## config.mk

```make
export PLATFORM = sky130hd
export DESIGN_NAME = aes_key_sched
export DESIGN_NICKNAME = d
export VERILOG_FILES = /design/src/hdl/aes_pkg.sv /design/src/hdl/aes_key_sched.sv
export SDC_FILE = /design/constraint.sdc
export NUM_CORES = 2
export LEC_CHECK = 0
export BUFFER_PORTS_ARGS = -buffer_cell sky130_fd_sc_hd__buf_4
export CORE_AREA = 2 2 575 577
export CTS_CLUSTER_DIAMETER = 80
export DETAILED_ROUTE_END_ITERATION = 6
export DIE_AREA = 0 0 577 579
export GPL_TIMING_DRIVEN = 0
export PLACE_DENSITY = 0.45
export SLEW_MARGIN = 20
export SYNTH_ARGS = -nofsm -noshare
export SYNTH_HDL_FRONTEND = slang
export SYNTH_SLANG_ARGS = --single-unit
```

## constraint.sdc

```tcl
create_clock -name clk_i -period 39 [get_ports clk_i]
set_input_delay 1.95 -clock clk_i [delete_from_list [all_inputs] [get_ports clk_i]]
set_output_delay 1.95 -clock clk_i [all_outputs]
set_load 0.005 [all_outputs]
```

## src/hdl/aes_pkg.sv

```systemverilog
package aes_pkg;

  localparam int unsigned KeyWords = 4;
  localparam int unsigned NumRounds = KeyWords + 6;
  localparam int unsigned SchedWords = 4 * (NumRounds + 1);
  localparam int unsigned NumRegs = 4;
  localparam int unsigned RegIdxW = 2;
  localparam int unsigned ExpSteps = SchedWords - KeyWords;
  localparam int unsigned StepW = $clog2(ExpSteps + 1);
  localparam int unsigned PhW = $clog2(KeyWords);
  localparam logic [PhW-1:0] PhLast = PhW'(KeyWords - 1);
  localparam logic [PhW-1:0] PhSub = PhW'(KeyWords > 6 ? 4 : 0);

  typedef logic [127:0] blk_t;
  typedef logic [31:0] word_t;

  typedef enum logic [RegIdxW-1:0] {
    REG_KEY0 = 2'd0,
    REG_KEY1 = 2'd1,
    REG_KEY2 = 2'd2,
    REG_KEY3 = 2'd3
  } reg_idx_e;

  localparam logic [7:0] SBOX [256] = '{
    8'h63,8'h7c,8'h77,8'h7b,8'hf2,8'h6b,8'h6f,8'hc5,8'h30,8'h01,8'h67,8'h2b,8'hfe,8'hd7,8'hab,8'h76,
    8'hca,8'h82,8'hc9,8'h7d,8'hfa,8'h59,8'h47,8'hf0,8'had,8'hd4,8'ha2,8'haf,8'h9c,8'ha4,8'h72,8'hc0,
    8'hb7,8'hfd,8'h93,8'h26,8'h36,8'h3f,8'hf7,8'hcc,8'h34,8'ha5,8'he5,8'hf1,8'h71,8'hd8,8'h31,8'h15,
    8'h04,8'hc7,8'h23,8'hc3,8'h18,8'h96,8'h05,8'h9a,8'h07,8'h12,8'h80,8'he2,8'heb,8'h27,8'hb2,8'h75,
    8'h09,8'h83,8'h2c,8'h1a,8'h1b,8'h6e,8'h5a,8'ha0,8'h52,8'h3b,8'hd6,8'hb3,8'h29,8'he3,8'h2f,8'h84,
    8'h53,8'hd1,8'h00,8'hed,8'h20,8'hfc,8'hb1,8'h5b,8'h6a,8'hcb,8'hbe,8'h39,8'h4a,8'h4c,8'h58,8'hcf,
    8'hd0,8'hef,8'haa,8'hfb,8'h43,8'h4d,8'h33,8'h85,8'h45,8'hf9,8'h02,8'h7f,8'h50,8'h3c,8'h9f,8'ha8,
    8'h51,8'ha3,8'h40,8'h8f,8'h92,8'h9d,8'h38,8'hf5,8'hbc,8'hb6,8'hda,8'h21,8'h10,8'hff,8'hf3,8'hd2,
    8'hcd,8'h0c,8'h13,8'hec,8'h5f,8'h97,8'h44,8'h17,8'hc4,8'ha7,8'h7e,8'h3d,8'h64,8'h5d,8'h19,8'h73,
    8'h60,8'h81,8'h4f,8'hdc,8'h22,8'h2a,8'h90,8'h88,8'h46,8'hee,8'hb8,8'h14,8'hde,8'h5e,8'h0b,8'hdb,
    8'he0,8'h32,8'h3a,8'h0a,8'h49,8'h06,8'h24,8'h5c,8'hc2,8'hd3,8'hac,8'h62,8'h91,8'h95,8'he4,8'h79,
    8'he7,8'hc8,8'h37,8'h6d,8'h8d,8'hd5,8'h4e,8'ha9,8'h6c,8'h56,8'hf4,8'hea,8'h65,8'h7a,8'hae,8'h08,
    8'hba,8'h78,8'h25,8'h2e,8'h1c,8'ha6,8'hb4,8'hc6,8'he8,8'hdd,8'h74,8'h1f,8'h4b,8'hbd,8'h8b,8'h8a,
    8'h70,8'h3e,8'hb5,8'h66,8'h48,8'h03,8'hf6,8'h0e,8'h61,8'h35,8'h57,8'hb9,8'h86,8'hc1,8'h1d,8'h9e,
    8'he1,8'hf8,8'h98,8'h11,8'h69,8'hd9,8'h8e,8'h94,8'h9b,8'h1e,8'h87,8'he9,8'hce,8'h55,8'h28,8'hdf,
    8'h8c,8'ha1,8'h89,8'h0d,8'hbf,8'he6,8'h42,8'h68,8'h41,8'h99,8'h2d,8'h0f,8'hb0,8'h54,8'hbb,8'h16
  };

  function automatic logic [7:0] xtime(input logic [7:0] v);
    return {v[6:0], 1'b0} ^ (v[7] ? 8'h1b : 8'h00);
  endfunction

  // byte k of a 128-bit block, byte 0 most significant
  function automatic logic [7:0] blk_byte(input blk_t b, input int unsigned k);
    return b[127-8*k -: 8];
  endfunction

endpackage

```

## src/hdl/aes_key_sched.sv

```systemverilog
// round key schedule, rebuilt one word per cycle after reset or a key write
module aes_key_sched (
  input  logic                      clk_i,
  input  logic                      rst_ni,
  input  logic                      wr_en_i,
  input  logic [1:0]                wr_idx_i,
  input  logic [63:0]               wr_data_i,
  output logic                      busy_o,
  output logic [aes_pkg::NumRounds:0][127:0] rkeys_o
);
  import aes_pkg::*;

  logic [63:0] key_q [NumRegs];
  logic [255:0] key_flat;
  word_t sw_q [SchedWords];
  logic load_q;
  logic [StepW-1:0] cnt_q;
  logic [PhW-1:0] ph_q;
  logic [7:0] rc_q;
  word_t t;
  word_t nw;

  always_ff @(posedge clk_i or negedge rst_ni) begin
    if (!rst_ni) begin
      for (int i = 0; i < NumRegs; i++) key_q[i] <= '0;
    end else if (wr_en_i) begin
      key_q[wr_idx_i] <= wr_data_i;
    end
  end

  assign key_flat = {key_q[0], key_q[1], key_q[2], key_q[3]};

  always_ff @(posedge clk_i or negedge rst_ni) begin
    if (!rst_ni) begin
      load_q <= 1'b1;
      cnt_q <= '0;
      ph_q <= '0;
      rc_q <= 8'h01;
    end else if (wr_en_i) begin
      load_q <= 1'b1;
      cnt_q <= '0;
    end else if (load_q) begin
      load_q <= 1'b0;
      cnt_q <= StepW'(ExpSteps);
      ph_q <= '0;
      rc_q <= 8'h01;
    end else if (cnt_q != '0) begin
      cnt_q <= cnt_q - 1'b1;
      ph_q <= (ph_q == PhLast) ? '0 : ph_q + 1'b1;
      if (ph_q == '0) rc_q <= xtime(rc_q);
    end
  end

  // next schedule word from the newest word and the one KeyWords back
  always_comb begin
    t = sw_q[SchedWords-1];
    if (ph_q == '0) begin
      t = {SBOX[t[23:16]] ^ rc_q, SBOX[t[15:8]], SBOX[t[7:0]], SBOX[t[31:24]]};
    end else if (KeyWords > 6 && ph_q == PhSub) begin
      t = {SBOX[t[31:24]], SBOX[t[23:16]], SBOX[t[15:8]], SBOX[t[7:0]]};
    end
    nw = sw_q[SchedWords-KeyWords] ^ t;
  end

  // key words enter at the tail and shift down until word i sits at slot i
  always_ff @(posedge clk_i) begin
    if (load_q) begin
      for (int j = 0; j < KeyWords; j++)
        sw_q[SchedWords-KeyWords+j] <= key_flat[255-32*j -: 32];
    end else if (cnt_q != '0) begin
      for (int j = 0; j < SchedWords - 1; j++) sw_q[j] <= sw_q[j+1];
      sw_q[SchedWords-1] <= nw;
    end
  end

  assign busy_o = load_q || (cnt_q != '0);

  always_comb begin
    for (int r = 0; r <= NumRounds; r++)
      rkeys_o[r] = {sw_q[4*r], sw_q[4*r+1], sw_q[4*r+2], sw_q[4*r+3]};
  end
endmodule

```

== Yosys cells after proc, flatten, opt, wreduce, memory -nomap -nowiden ==
Memories as Yosys holds them, arrays and structs flattened.
Index checks and enable logic that the tools add are counted.

* Register bits after elaboration: 273
* Memory bits (writable): 1,408
* Bits in read-only memories: 8,192
* Bits of input ports: 69
* Output and inout port bits: 1,409
* Memories kept: 5

* Add/sub/neg operators: 2
* Order comparisons: 6
* Equal/unequal tests: 1
* Muxes and demuxes: 32
* Bitwise logic cells: 13
* Reduce and logical (&&, ||, !) cells: 9

{| class="wikitable"
|+ Memory list
! memory !! depth !! width !! rd ports !! clocked after Yosys merged registers in !! write ports !! RTL line !! text
|-
| (name not given) || 256 || 8 || 1 || 0 || 0 || aes_key_sched.sv:58 || <nowiki>t = {SBOX[t[23:16]] ^ rc_q, SBOX[t[15:8]], SBOX[t[7:0]], SBOX[t[31:24]]};</nowiki>
|-
| (name not given) || 256 || 8 || 1 || 0 || 0 || aes_key_sched.sv:58 ||
|-
| (name not given) || 256 || 8 || 1 || 0 || 0 || aes_key_sched.sv:58 ||
|-
| (name not given) || 256 || 8 || 1 || 0 || 0 || aes_key_sched.sv:58 ||
|-
| sw_q || 44 || 32 || 44 || 0 || 44 || aes_key_sched.sv:15 || <nowiki>word_t sw_q [SchedWords];</nowiki>
|}

{| class="wikitable"
|+ Operators with widths
! operator !! number
|-
| bitwise mux 256 bit || 1
|-
| two-way mux 32 bit || 5
|-
| demux 64 bit (select 2 bit) || 1
|-
| two-way mux 8 bit || 11
|-
| two-way mux 64 bit || 1
|-
| >= comparator 9 bit, second input constant || 4
|-
| inverter 8 -> 9 bit || 4
|-
| bitwise XOR 32 bit || 1
|-
| two-way mux 6 bit || 3
|-
| bitwise XOR 8 x 5 -> 8 bit || 1
|-
| bitwise XOR 8 bit || 1
|-
| two-way mux 1 bit || 6
|-
| two-way mux 2 bit || 3
|-
| nonzero test 6 bit || 1
|-
| subtractor 6 x 1 -> 6 bit, second input constant || 1
|-
| two-way mux 5 bit || 1
|-
| bitwise OR 1 bit || 4
|-
| nonzero test 2 bit || 2
|-
| >= comparator 3 bit, second input constant || 1
|-
| less-than comparator 3 x 1 -> 1 bit, second input constant || 1
|-
| inverter 2 -> 3 bit || 1
|-
| AND reduction 3 bit || 1
|-
| nonzero test 3 bit || 1
|-
| adder 2 x 1 -> 2 bit, second input constant || 1
|-
| other kinds (6) || 6
|}

== Logic depth before layout (Yosys ltp) ==
* Word-level depth: 8
* Gate-level depth with buffers: 15
* Mapped depth without buffers: 10

== Worst setup path after synthesis ==
OpenSTA, ideal clock, no wires.

* Path kind: register -> register
* Start: register cnt_q[0]
* End: memory sw_q[0][0] (netlist name), enable pin
* Library setup time: 2,145 ps
* Arrival time: 36,151 ps
* Required time: 36,855 ps
* Setup slack: 704 ps
* Cell stages (with the launch flop): 11
* Period minus slack after synthesis: 38,296 ps
* Cells stage by stage: dfrtp_1 -> inv_1 -> ha_1 -> nand2b_1 -> or4_1 -> clkbuf_1 -> nand2b_1 -> clkbuf_1 -> inv_1 -> clkbuf_1 -> clkbuf_1

{| class="wikitable"
|+ RTL lines
! what !! RTL line !! text
|-
| start: declaration || aes_key_sched.sv:17 || <nowiki>logic [StepW-1:0] cnt_q;</nowiki>
|-
| start signal: assignment || aes_key_sched.sv:44 || <nowiki>cnt_q <= StepW'(ExpSteps);</nowiki>
|-
| start signal: assignment || aes_key_sched.sv:48 || <nowiki>cnt_q <= cnt_q - 1'b1;</nowiki>
|-
| end: declaration || aes_key_sched.sv:15 ||
|}

==> results.py <==
metrics = {
    "die": {
        "die_x_um": 577,
        "start_util_pct": 19.3,
        "io_pins": 1478,
        "die_height_um": 579,
        "rows": 211,
        "die-area_mm2": 0.334,
        "core-area_mm2": 0.329,
    },
    "flow_run": {
        "maxCapViolations": 0,
    },
    "logic_synthesis": {
        "ys.flop_type": "edfxtp_1",
        "ys_types": 90,
        "synth_nets": 4381,
        "synth-seq-cells": 1553,
        "syn_area_mm2": 0.0633,
        "seq_area_frac_synth_pct": 72.5,
        "synth_edf_count": 1408,
        "synth.avg_cell_area_um2": 14.9,
        "async_flop_share_pct": 9.34,
        "yosysWarningCount": 0,
        "synth_cells": 4254,
    },
    "critical_path": {
        "critPathKind": "register to register",
        "cp-start-kind": "register",
        "crit_arrival_ns": 6.95,
        "path_max_fanout": 13,
        "cp.required_ns": 39.58,
        "end_kind": "register",
    },
    "grt": {
        "grt_pass1_wl_mm": 438,
        "antenna_found_initial": 36,
        "track_usage_pct": 19.1,
        "grt_pass1_vias": 46455,
        "grt-ovfl-total": 0,
        "grt_max_degree": 77,
    },
    "placement": {
        "io_buffers": 1477,
        "gp_congestion": 0.962,
        "dp.final_hpwl_mm": 263,
        "place_inst": 10131,
    },
    "pwr": {
        "power_density_mw_per_mm2": 86.3,
        "total_power_uw": 7490,
        "power.leakage_uw": 0.0326,
        "peakVddDrop_uv": 45.5,
    },
    "final_layout": {
        "layout_common_cells": "buf_4, edfxtp_1, nand2_1",
        "register_area_mm2": 0.0459,
        "final_common_cell": "buf_4",
        "drive_gt1_share_pct": 35.5,
        "nNetsFinal": 6082,
        "instances_no_fill": 10484,
        "fillCellCount": 34201,
        "synthToLayoutAreaGrowth_pct": 37.0,
        "multi_input_area_mm2": 0.0158,
    },
    "sta": {
        "setup_violations": 0,
        "hold_ws_ns": 0.402,
        "fin_skew_ns": 0.0948,
        "finalHoldViolCount": 0,
        "relSlewSlack_pct": 21.5,
        "tightest_slew_ns": 1.18,
        "tns_ns": 0,
        "finalCritPeriodShare_pct": 16.3,
        "rsz0062_at_grt": "no",
        "drv_slew": 0,
        "period_needed_ns": 6.37,
        "fmax_mhz": 157,
    },
    "clock_network": {
        "cts.sinks": 1553,
        "cts_hold_buf": 0,
        "ctsResizeCount": 0,
        "cts_inserted_buffers": 188,
        "clock_path_buffers": 4,
        "postCtsSetupBuffers": 0,
        "clk_pin_slew_worst_paths_ns": 0.06,
        "clock_latency_ns": 0.92,
        "cts_root_buf": "clkbuf_16",
        "h-tree-depth": 4,
        "cts_tree": "done",
    },
    "route": {
        "vias": 48210,
        "drtPass1Iterations": 6,
        "drt_iter0_markers": 5558,
        "drt-total-wl_mm": 337,
        "avgViaCountPerCell": 4.60,
        "antenna_left": 0,
        "avgRoutedWirePerCell_um": 32.2,
        "drcViolationCount": 0,
    },
    "hold_path": {
        "hold_class": "register to register",
    },
    "outcome": {
        "status": "complete, no violations",
    },
}
==> cell families (layout without fill, tap and decap cells) <==
| family | Yosys count | after routing | synth area share (%) |
|---|---|---|---|
| compound gates | 865 | 865 | 9.19 |
| buf+inv | 368 | 2222 | 2.49 |
| flops | 1553 | 1553 | 72.5 |
| fa+ha+maj | 58 | 58 | 1.15 |
| mux | 257 | 257 | 5.77 |
| simple gates | 1123 | 1123 | 8.44 |
| other cells | 0 | 10 | 0 |
| xor+xnor | 30 | 30 | 0.415 |
==> critical path, cell delays in order, from the launching register on <==
cell and delay [ns]:
edfxtp_1 0.85, clkbuf_1 0.47, clkbuf_1 0.65, inv_1 0.56
ha_1 0.59, nor2b_1 0.29, o31ai_1 0.71, o22ai_1 0.24
o221a_2 0.33, or3_1 0.42, a221oi_1 0.71, xor2_1 0.19
o21ai_1 0.07
==> registers in the layout, indices dropped and copies added, names as in the netlist <==
name      flops
rc_q          8
ph_q          2
key_flat    128
cnt_q         6
sw_q       1408
load_q        1
==> metal layers <==
layer | share of wire, % | wire [um] | track usage [%] | up-vias
li1 | - | - | - | 19789
met1 | 39 | 130000 | 23.1 | 24938
met2 | 48 | 162000 | 32.2 | 2853
met3 | 7.9 | 26500 | 4.20 | 620
met4 | 5.4 | 18100 | 8.86 | 10
met5 | 0.020 | 69 | 0 | -
==> layout make-up <==
cell class                 count  share of cell area [%]
sequential                  1553                    52.9
multi-input combinational   2333                    18.2
timing repair buffer        1511                    13.7
tap                         4366                    6.30
clock buffer                 226                    5.66
buffer                       316                    1.60
clock inverter               117                    1.26
inverter                      52                   0.225
antenna                       10                  0.0289
==> cell usage after synthesis, drive strengths merged, types with 19 or more instances <==
| cell type | count | share of area, % |
|---|---|---|
| edfxtp | 1408 | 67 |
| nand2 | 435 | 2.6 |
| o21ai | 220 | 1.7 |
| clkbuf | 198 | 1.2 |
| nor2 | 196 | 1.2 |
| a21oi | 167 | 1.3 |
| dfrtp | 143 | 5.7 |
| mux2 | 143 | 2.5 |
| buf | 118 | 1.0 |
| nor3 | 92 | 0.73 |
| nand2b | 84 | 0.83 |
| nand3 | 75 | 0.59 |
| mux4 | 72 | 2.6 |
| nor2b | 70 | 0.69 |
| a211oi | 61 | 0.73 |
| ha | 58 | 1.1 |
| a31oi | 50 | 0.49 |
| inv | 49 | 0.29 |
| mux2i | 42 | 0.66 |
| o211ai | 34 | 0.40 |
| o311ai | 31 | 0.43 |
| a311oi | 28 | 0.40 |
| o31ai | 28 | 0.34 |
| or2 | 27 | 0.27 |
| o22ai | 26 | 0.26 |
| or3 | 26 | 0.26 |
| and2 | 24 | 0.24 |
| and3 | 23 | 0.23 |
| a221oi | 20 | 0.28 |
| a21o | 19 | 0.23 |
==> final timing paths <==
kind	startpoint	endpoint	slack, ns	cells after the start
setup / recovery	sw_q[5][97]$_DFFE_PP_	sw_q[5][111]$_DFFE_PP_	32.63	12
hold reg to reg	sw_q[2][14]$_DFFE_PP_	sw_q[1][238]$_DFFE_PP_	0.40	0
setup reg to reg	sw_q[5][97]$_DFFE_PP_	sw_q[5][111]$_DFFE_PP_	32.63	12
min in group asynchronous	rst_ni	key_flat[195]$_DFFE_PN0P_	1.10	1
max in group asynchronous	rst_ni	rc_q[0]$_DFFE_PN1P_	37.04	2
hold / removal	sw_q[2][14]$_DFFE_PP_	sw_q[1][238]$_DFFE_PP_	0.40	0
==> report_power, final <==
| part | leakage, uW | total [uW] | switching (uW) | internal, uW |
|---|---|---|---|---|
| clock network | 0.00294 | 1720 | 738 | 986 |
| logic | 0.0143 | 3250 | 2180 | 1070 |
| registers | 0.0154 | 2520 | 311 | 2210 |
| total | 0.0326 | 7490 | 3230 | 4260 |
==> stage by stage <==
stage                     utilization, %  instance area [um2]  setup slack, ns
after floorplan                        -                63300            0.704
after global placement              24.3                79800           -17.96
after detailed placement            24.5                80700            32.63
after CTS                           26.4                86700            32.64
after global routing                26.4                86700            32.53
final                               26.4                86700            32.63
(Power assumes the default switching activity.)
